**src/sv/far_pkg.sv**
```systemverilog
// Package for fraction_arithmetic_reduce: payload structs, opcodes, status codes,
// and the command/status structs shared by the controller and the datapath.
// No dependencies.
package far_pkg;

    localparam int OperandWidth = 16;
    localparam int ProdWidth    = 2 * OperandWidth;
    localparam int MagWidth     = ProdWidth + 1;
    localparam int NumWidth     = 33;
    localparam int DenWidth     = 31;
    localparam int CountWidth   = $clog2(MagWidth + 1);

    typedef enum logic [2:0] {
        OP_ADD = 3'd0,
        OP_SUB = 3'd1,
        OP_MUL = 3'd2,
        OP_DIV = 3'd3,
        OP_EQ  = 3'd4
    } t_op;

    typedef enum logic [1:0] {
        ST_OK       = 2'd0,
        ST_DIV_ZERO = 2'd1,
        ST_DEN_ZERO = 2'd2
    } t_status;

    typedef struct packed {
        logic [2:0]                     req_type;
        logic signed [OperandWidth-1:0] a_num;
        logic signed [OperandWidth-1:0] a_den;
        logic signed [OperandWidth-1:0] b_num;
        logic signed [OperandWidth-1:0] b_den;
    } t_in;

    typedef struct packed {
        logic signed [NumWidth-1:0] res_num;
        logic [DenWidth-1:0]        res_den;
        logic                       is_equal;
        logic [1:0]                 status;
    } t_out;

    // Controller to datapath.
    typedef struct packed {
        logic load;     // capture input item
        logic mul;      // form cross products
        logic comb;     // combine into numerator and denominator
        logic gcd_init; // start remainder loop
        logic div_init; // start quotient loop
        logic step;     // one shift-subtract step
        logic gcd_next; // p <- q, q <- remainder
        logic finish;   // build result
    } t_cmd;

    // Datapath to controller.
    typedef struct packed {
        logic q_zero;   // gcd divisor is zero
        logic step_done;
    } t_sts;

endpackage

```
**src/sv/far_datapath.sv**
```systemverilog
// Datapath for fraction_arithmetic_reduce: products, signed combine, Euclid loop
// and the final quotients, the last two on one restoring shift-subtract divider.
// Depends on far_pkg.
module far_datapath (
    input  logic            i_clk,
    input  logic            i_rst_n,
    input  far_pkg::t_in    i_item,
    input  far_pkg::t_cmd   i_cmd,
    output far_pkg::t_sts   o_sts,
    output far_pkg::t_out   o_res
);

    localparam int W = far_pkg::OperandWidth;
    localparam int P = far_pkg::ProdWidth;
    localparam int M = far_pkg::MagWidth;
    localparam int C = far_pkg::CountWidth;

    far_pkg::t_in r_in;

    // Magnitudes and signs of the operands.
    logic [W-1:0] an_m, ad_m, bn_m, bd_m;
    logic         an_s, ad_s, bn_s, bd_s;
    assign an_s = r_in.a_num[W-1];
    assign ad_s = r_in.a_den[W-1];
    assign bn_s = r_in.b_num[W-1];
    assign bd_s = r_in.b_den[W-1];
    assign an_m = an_s ? W'(-r_in.a_num) : W'(r_in.a_num);
    assign ad_m = ad_s ? W'(-r_in.a_den) : W'(r_in.a_den);
    assign bn_m = bn_s ? W'(-r_in.b_num) : W'(r_in.b_num);
    assign bd_m = bd_s ? W'(-r_in.b_den) : W'(r_in.b_den);

    logic         den_zero, div_zero;
    assign den_zero = (r_in.a_den == '0) || (r_in.b_den == '0);
    assign div_zero = (r_in.req_type == far_pkg::OP_DIV) && (r_in.b_num == '0);

    // Cross products, registered.
    logic [P-1:0] r_x, r_y, r_z;
    logic         r_xs, r_ys, r_zs;
    logic [P-1:0] r_w;
    logic         r_ws;

    // Numerator, denominator of the unreduced result.
    logic [M-1:0] r_n, r_d;
    logic         r_ns, r_ds;

    // Divider state.
    logic [M-1:0] r_p, r_q, r_rem, r_quo, r_g;
    logic [C-1:0] r_cnt;
    logic         r_phase; // 0 numerator quotient, 1 denominator quotient
    logic [M-1:0] r_nq;
    far_pkg::t_out r_res;
    far_pkg::t_out n_res;

    logic [M:0]   trial;
    logic [M-1:0] shifted_rem;
    assign shifted_rem = {r_rem[M-2:0], r_p[M-1]};
    assign trial       = {1'b0, shifted_rem} - {1'b0, r_q};

    logic [M-1:0] sum_mag;
    logic         sum_neg;
    logic         eff_zs;

    // Signed sum of a_num*b_den and (+/-) b_num*a_den.
    always_comb begin
        eff_zs = (r_in.req_type == far_pkg::OP_SUB) ? ~r_zs : r_zs;
        if (r_z == '0) eff_zs = 1'b0;
        if (r_xs == eff_zs) begin
            sum_mag = M'(r_x) + M'(r_z);
            sum_neg = r_xs;
        end else if (r_x >= r_z) begin
            sum_mag = M'(r_x - r_z);
            sum_neg = r_xs;
        end else begin
            sum_mag = M'(r_z - r_x);
            sum_neg = eff_zs;
        end
        if (sum_mag == '0) sum_neg = 1'b0;
    end

    logic [M-1:0] g_eff;
    logic         neg_out;
    logic signed [far_pkg::NumWidth-1:0] num_out;
    assign g_eff   = (r_g == '0) ? M'(1) : r_g;
    assign neg_out = (r_nq != '0) && (r_ns != r_ds);
    assign num_out = neg_out ? far_pkg::NumWidth'(-r_nq) : far_pkg::NumWidth'(r_nq);

    // Datapath registers: load, multiply, combine, divide.
    always_ff @(posedge i_clk) begin
        if (i_cmd.load) begin
            r_in <= i_item;
        end
        if (i_cmd.mul) begin
            r_x  <= an_m * bd_m;  r_xs <= an_s ^ bd_s;
            r_z  <= bn_m * ad_m;  r_zs <= bn_s ^ ad_s;
            r_w  <= ad_m * bd_m;  r_ws <= ad_s ^ bd_s;
            r_y  <= an_m * bn_m;  r_ys <= an_s ^ bn_s;
        end
        if (i_cmd.comb) begin
            unique case (r_in.req_type)
                far_pkg::OP_MUL: begin
                    r_n <= M'(r_y); r_ns <= r_ys;
                    r_d <= M'(r_w); r_ds <= r_ws;
                end
                far_pkg::OP_DIV: begin
                    if (div_zero) begin
                        r_n <= M'(an_m); r_ns <= an_s;
                        r_d <= M'(ad_m); r_ds <= ad_s;
                    end else begin
                        r_n <= M'(r_x); r_ns <= r_xs;
                        r_d <= M'(r_z); r_ds <= r_zs;
                    end
                end
                default: begin
                    r_n <= sum_mag; r_ns <= sum_neg;
                    r_d <= M'(r_w); r_ds <= r_ws;
                end
            endcase
        end
        if (i_cmd.gcd_init) begin
            r_p   <= r_n;
            r_q   <= r_d;
            r_g   <= r_n;
            r_rem <= '0;
            r_cnt <= '0;
            r_phase <= 1'b0;
        end
        if (i_cmd.div_init) begin
            r_p   <= r_phase ? r_d : r_n;
            r_q   <= g_eff;
            r_rem <= '0;
            r_cnt <= '0;
        end
        if (i_cmd.step) begin
            if (!trial[M]) begin
                r_rem <= trial[M-1:0];
                r_p   <= {r_p[M-2:0], 1'b1};
            end else begin
                r_rem <= shifted_rem;
                r_p   <= {r_p[M-2:0], 1'b0};
            end
            r_cnt <= r_cnt + C'(1);
        end
        if (i_cmd.gcd_next) begin
            // Gcd pass: g <- q, p <- q, q <- remainder.
            r_g   <= r_q;
            r_p   <= r_q;
            r_q   <= r_rem;
            r_rem <= '0;
            r_cnt <= '0;
        end
        if (i_cmd.finish) begin
            if (!r_phase) begin
                r_nq    <= r_p;
                r_phase <= 1'b1;
            end
        end
    end

    // Build the result from status, compare and quotients.
    always_comb begin
        n_res = '0;
        if (den_zero) begin
            n_res.status = far_pkg::ST_DEN_ZERO;
        end else if (r_in.req_type == far_pkg::OP_EQ) begin
            n_res.is_equal = (r_x == r_z) && ((r_x == '0) || (r_xs == r_zs));
        end else if (r_in.req_type <= far_pkg::OP_DIV) begin
            n_res.res_num = num_out;
            n_res.res_den = far_pkg::DenWidth'(r_p);
            n_res.status  = div_zero ? far_pkg::ST_DIV_ZERO : far_pkg::ST_OK;
        end
    end

    // Result register.
    always_ff @(posedge i_clk) begin
        if (!i_rst_n) begin
            r_res <= '0;
        end else if (i_cmd.finish && r_phase) begin
            r_res <= n_res;
        end
    end

    assign o_sts.q_zero    = (r_q == '0);
    assign o_sts.step_done = (r_cnt == C'(M));
    assign o_res           = r_res;

endmodule

```
**src/sv/far_ctrl.sv**
```systemverilog
// Controller for fraction_arithmetic_reduce: sequences load, multiply, combine,
// the Euclid loop and two quotient passes, and runs the output handshake.
// Depends on far_pkg.
module far_ctrl (
    input  logic          i_clk,
    input  logic          i_rst_n,
    input  logic          i_in_valid,
    output logic          o_in_stall,
    output logic          o_out_valid,
    input  logic          i_out_stall,
    input  far_pkg::t_sts i_sts,
    output far_pkg::t_cmd o_cmd
);

    typedef enum logic [2:0] {
        S_IDLE, S_MUL, S_COMB, S_GCD, S_GSTEP, S_QSTEP, S_FIN, S_OUT
    } t_state;

    t_state r_state, n_state;
    logic   r_valid, n_valid;
    logic   r_pass, n_pass; // second quotient pass

    always_comb begin
        n_state = r_state;
        n_valid = r_valid;
        n_pass  = r_pass;
        o_cmd   = '0;
        unique case (r_state)
            S_IDLE: begin
                if (i_in_valid && !(r_valid && i_out_stall)) begin
                    o_cmd.load = 1'b1;
                    n_state    = S_MUL;
                end
            end
            S_MUL: begin
                o_cmd.mul = 1'b1;
                n_state   = S_COMB;
            end
            S_COMB: begin
                o_cmd.comb = 1'b1;
                n_state    = S_GCD;
            end
            S_GCD: begin
                o_cmd.gcd_init = 1'b1;
                n_pass         = 1'b0;
                n_state        = S_GSTEP;
            end
            S_GSTEP: begin
                // Remainder loop: p mod q, then shift roles.
                if (i_sts.q_zero) begin
                    o_cmd.div_init = 1'b1;
                    n_state        = S_QSTEP;
                end else if (i_sts.step_done) begin
                    o_cmd.gcd_next = 1'b1;
                end else begin
                    o_cmd.step = 1'b1;
                end
            end
            S_QSTEP: begin
                if (i_sts.step_done) begin
                    o_cmd.finish = 1'b1;
                    n_state      = S_FIN;
                end else begin
                    o_cmd.step = 1'b1;
                end
            end
            S_FIN: begin
                if (!r_pass) begin
                    o_cmd.div_init = 1'b1;
                    n_pass         = 1'b1;
                    n_state        = S_QSTEP;
                end else begin
                    n_state = S_OUT;
                end
            end
            S_OUT: begin
                n_valid = 1'b1;
                n_state = S_IDLE;
            end
            default: n_state = S_IDLE;
        endcase
        if (r_valid && !i_out_stall && r_state != S_OUT) n_valid = 1'b0;
    end

    always_ff @(posedge i_clk) begin
        if (!i_rst_n) begin
            r_state <= S_IDLE;
            r_valid <= 1'b0;
            r_pass  <= 1'b0;
        end else begin
            r_state <= n_state;
            r_valid <= n_valid;
            r_pass  <= n_pass;
        end
    end

    assign o_in_stall  = (r_state != S_IDLE) || (r_valid && i_out_stall);
    assign o_out_valid = r_valid;

endmodule

```
**src/sv/fraction_arithmetic_reduce.sv**
```systemverilog
// Top level of fraction_arithmetic_reduce: rational add, subtract, multiply,
// divide and equality compare with gcd reduction.
// Depends on far_pkg, far_ctrl, far_datapath.
//
// Usage:
//   Input channel i_in_valid / o_in_stall carries i_in (req_type and two
//   fractions). Output channel o_out_valid / i_out_stall carries o_out
//   (res_num, res_den, is_equal, status). A transfer happens when valid is
//   high and stall is low.
//   One item is in work at a time. After a transfer in, the block forms the
//   cross products, combines them, runs Euclid's algorithm with a 33-step
//   shift-subtract divider and one swap per remainder, then two quotient
//   passes on the same divider. The next item can be taken at the earliest
//   in the cycle that output valid rises, unless the receiver stalls.
//   The result register holds while the receiver stalls; a new item is
//   taken only once the previous result can leave.
//   Synchronous active-low reset clears the controller and the output valid.
module fraction_arithmetic_reduce (
    input  logic          i_clk,
    input  logic          i_rst_n,
    input  logic          i_in_valid,
    output logic          o_in_stall,
    input  far_pkg::t_in  i_in,
    output logic          o_out_valid,
    input  logic          i_out_stall,
    output far_pkg::t_out o_out
);

    far_pkg::t_cmd cmd;
    far_pkg::t_sts sts;

    far_ctrl u_ctrl (
        .i_clk       (i_clk),
        .i_rst_n     (i_rst_n),
        .i_in_valid  (i_in_valid),
        .o_in_stall  (o_in_stall),
        .o_out_valid (o_out_valid),
        .i_out_stall (i_out_stall),
        .i_sts       (sts),
        .o_cmd       (cmd)
    );

    far_datapath u_dp (
        .i_clk   (i_clk),
        .i_rst_n (i_rst_n),
        .i_item  (i_in),
        .i_cmd   (cmd),
        .o_sts   (sts),
        .o_res   (o_out)
    );

endmodule

```
**config.mk**
```make
export PLATFORM = sky130hd
export DESIGN_NAME = fraction_arithmetic_reduce
export DESIGN_NICKNAME = d
export VERILOG_FILES = /design/src/sv/far_pkg.sv /design/src/sv/far_datapath.sv /design/src/sv/far_ctrl.sv /design/src/sv/fraction_arithmetic_reduce.sv
export SDC_FILE = /design/constraint.sdc
export NUM_CORES = 2
export LEC_CHECK = 0
export BUFFER_PORTS_ARGS = -buffer_cell sky130_fd_sc_hd__buf_2
export CAP_MARGIN = 10
export CORE_MARGIN = 2
export CORE_UTILIZATION = 45
export CTS_CLUSTER_DIAMETER = 200
export DETAILED_ROUTE_END_ITERATION = 10
export GPL_TIMING_DRIVEN = 0
export HOLD_SLACK_MARGIN = 0.05
export PLACE_DENSITY = 0.64
export SETUP_SLACK_MARGIN = 0.02
export SYNTH_ARGS = -nofsm -noshare
export SYNTH_HDL_FRONTEND = slang
export SYNTH_SLANG_ARGS = --single-unit
```
**constraint.sdc**
```tcl
create_clock -name i_clk -period 10.7 [get_ports i_clk]
set_clock_uncertainty 0.2 [all_clocks]
set_input_delay 1.07 -clock i_clk [delete_from_list [all_inputs] [get_ports i_clk]]
set_output_delay 1.07 -clock i_clk [all_outputs]
set_load 0.01 [all_outputs]
```
==> impl_metrics.env <==
export IMPL_slew_headroom_pct=0.689
export IMPL_numCtsBuffers=56
export IMPL_clock_sinks=510
export IMPL_maxCapViolations=1
export IMPL_start_util_pct=45.2
export IMPL_clkLatencyLatePin_ns=0.69
export IMPL_reg2reg_to="u_dp.r_w[31]"
export IMPL_async_flop_share_pct=0
export IMPL_routedWlPerCell_um=26.3
export IMPL_grt_use_total_pct=33.5
export IMPL_yosysTopAreaCell="fa_1"
export IMPL_rsz0062_at_grt="yes"
export IMPL_grt_pass1_vias=52500
export IMPL_path_class="flop to flop"
export IMPL_synth_top_cell_area_share_pct=25.2
export IMPL_die_area_mm2=0.141
export IMPL_grt_max_degree=52
export IMPL_antenna_found_initial=17
export IMPL_finalHoldViolCount=0
export IMPL_vias_per_cell=5.89
export IMPL_wirelength_mm=238
export IMPL_overflow=0
export IMPL_cts_tree="done"
export IMPL_syn_area_mm2=0.0620
export IMPL_cp_max_fo=10
export IMPL_syn_area_per_cell_um2=8.88
export IMPL_place_gp_congestion=1.03
export IMPL_syn2layout_area_growth_pct=8.79
export IMPL_drc_errors=0
export IMPL_grt_pass1_wl_mm=346
export IMPL_reg2reg_depth=29
export IMPL_synthTopCellsByArea="fa_1, edfxtp_1, ha_1"
export IMPL_cts_root_buffer="clkbuf_16"
export IMPL_yosysWarnings=0
export IMPL_outcome="complete, but fails checks"
export IMPL_fin_crit_sh_pct=98.3
export IMPL_r2r_start="u_dp.r_in[0]"
export IMPL_ioPinCount=140
export IMPL_drtIter0Drc=5483
export IMPL_hold_path_class="flop to flop"
export IMPL_worst_slew_pin_slew_ns=1.48
export IMPL_synth_flop_cell="edfxtp_1"
export IMPL_hold_start="u_dp.r_p[31]"
export IMPL_cts_hold_fix_buffers=0
export IMPL_vias=53300
export IMPL_final_nets=8614
export IMPL_synth_enable_flop_cells=398
export IMPL_synth_nets=8387
export IMPL_rows=136
export IMPL_slowest_stage="clkbuf_1"
export IMPL_design_area_mm2=0.0675
export IMPL_cts_clk_slew_worst_paths_ns=0.07
export IMPL_crit_family="adder cells"
export IMPL_cp_startpoint="u_dp.r_in[0]"
export IMPL_h_tree_depth=2
export IMPL_dr_pass1_iters=8
export IMPL_cp_slowest_stage_delay_ns=0.90
export IMPL_finish_utilization_pct=49.2
export IMPL_core_region_area_mm2=0.137
export IMPL_synth_common_cells="inv_1, nand2_1, nor2_1, fa_1, ha_1"
export IMPL_cpMostUsedCell="fa_1"
export IMPL_arrival_ns=10.80
export IMPL_yosysUniqueCellTypes=85
export IMPL_period_minus_slack_ns=10.52
export IMPL_yosysSeqAreaShare_pct=22.9
export IMPL_max_freq_ghz=0.0950
export IMPL_port_buffers=139
export IMPL_crit_end="u_dp.r_w[31]"
export IMPL_synth_most_common_cell="inv_1"
export IMPL_start_kind="flop"
export IMPL_setup_viol=0
export IMPL_end_kind="flop"
export IMPL_crit_cells=29
export IMPL_synth_seq_cells=510
export IMPL_violations="max-capacitance violations"
export IMPL_syn_inst=6983
export IMPL_final_max_slew_viol_count=0
export IMPL_cp_num_buf_inv=7
export IMPL_fin_hold_ws_ns=0.269
export IMPL_clockBufferDepth=3
export IMPL_regToRegSetupSlack_ns=0.18
export IMPL_die_w_um=375
export IMPL_drive_gt1_share_pct=5.39
export IMPL_die_y_um=375
export IMPL_place_area_mm2=0.0655
export IMPL_ant_nets=0
export IMPL_cp_required_ns=10.98
export IMPL_tns_ns=0
export IMPL_dp_hpwl_mm=196
## cell type report
class	instances	area, um2
sequential	510	14200
timing repair buffer	171	1090
fill	13300	69700
inverter	1075	4040
clock buffer	77	1560
multi-input combinational	5055	42800
tap	1794	2240
buffer	341	1330
antenna	2	5.00
clock inverter	28	255
## cell usage in the layout, fill, tap and decap left out, types with 112 or more instances in the layout
| cell | netlist | layout |
|---|---|---|
| nand2_1 | 955 | 954 |
| o21ai_0 | 208 | 208 |
| clkbuf_1 | 309 | 305 |
| fa_1 | 780 | 780 |
| buf_2 | 13 | 152 |
| xnor2_1 | 176 | 166 |
| nor2_1 | 814 | 813 |
| inv_1 | 1071 | 1071 |
| edfxtp_1 | 398 | 398 |
| a21oi_1 | 323 | 323 |
| ha_1 | 553 | 553 |
| dfxtp_1 | 112 | 112 |
## worst register-to-register path, delay by kind of cell, from the launching register on
| family | cells | cell delay, ns |
|---|---|---|
| xor gates and xnor gates | 1 | 0.57 |
| AOI/OAI and AO/OA | 6 | 1.89 |
| DFF | 1 | 0.63 |
| buffers and inverters | 7 | 2.15 |
| and+or+nand+nor | 7 | 1.07 |
| adders and majority gates | 8 | 3.81 |
## registers in the layout, indices dropped and copies added (netlist names), 33 cells and up
signal / flops
u_dp.r_rem: 33
u_dp.r_nq: 33
u_dp.r_n: 33
u_dp.o_res: 67
u_dp.r_g: 33
u_dp.r_in: 63
u_dp.r_q: 33
u_dp.r_p: 33
## metal layers
metal	track usage (%)	share of wire, %
met4	19.0	7.1
met1	42.8	39
met5	0	0.057
met3	7.15	10
met2	52.9	44
## worst min-delay path by stage
stage / end / slack, ns / cells past startpoint
after detailed placement: u_dp.r_nq[31] / 0.25 / 0
after CTS: u_dp.r_nq[31] / 0.27 / 0
after floorplan: u_dp.r_nq[31] / 0.23 / 0
final: u_dp.r_nq[31] / 0.27 / 0
after global placement: u_dp.r_nq[31] / 0.25 / 0
after global routing: u_dp.r_nq[31] / 0.27 / 0
## cells by family after synthesis
kind of cell             synth area share, %
adder cells (fa/ha/maj)                 36.3
flip-flops                              22.9
buffers and inverters                   8.62
multiplexers                           0.920
AND/OR/NAND/NOR                         15.3
AO/OA/AOI/OAI                           11.8
XOR/XNOR                                4.11
## through the flow
stage	setup WS, ns	std cells
global placement	-0.736	8916
global route	-0.0790	9051
CTS	0.0354	9045
detailed placement	-0.826	8942
floorplan	2.33	6983
finish	0.179	9053
## repair_timing
action                                 4_1_cts  5_1_grt
setup endpoints to repair                   31       11
endpoints found under the hold margin        0        0
gates resized for setup                     23       18
setup buffers                                0        3
Power is not shown: default switching activity piles up to over one toggle a cycle in this logic, so the estimate is an artifact.
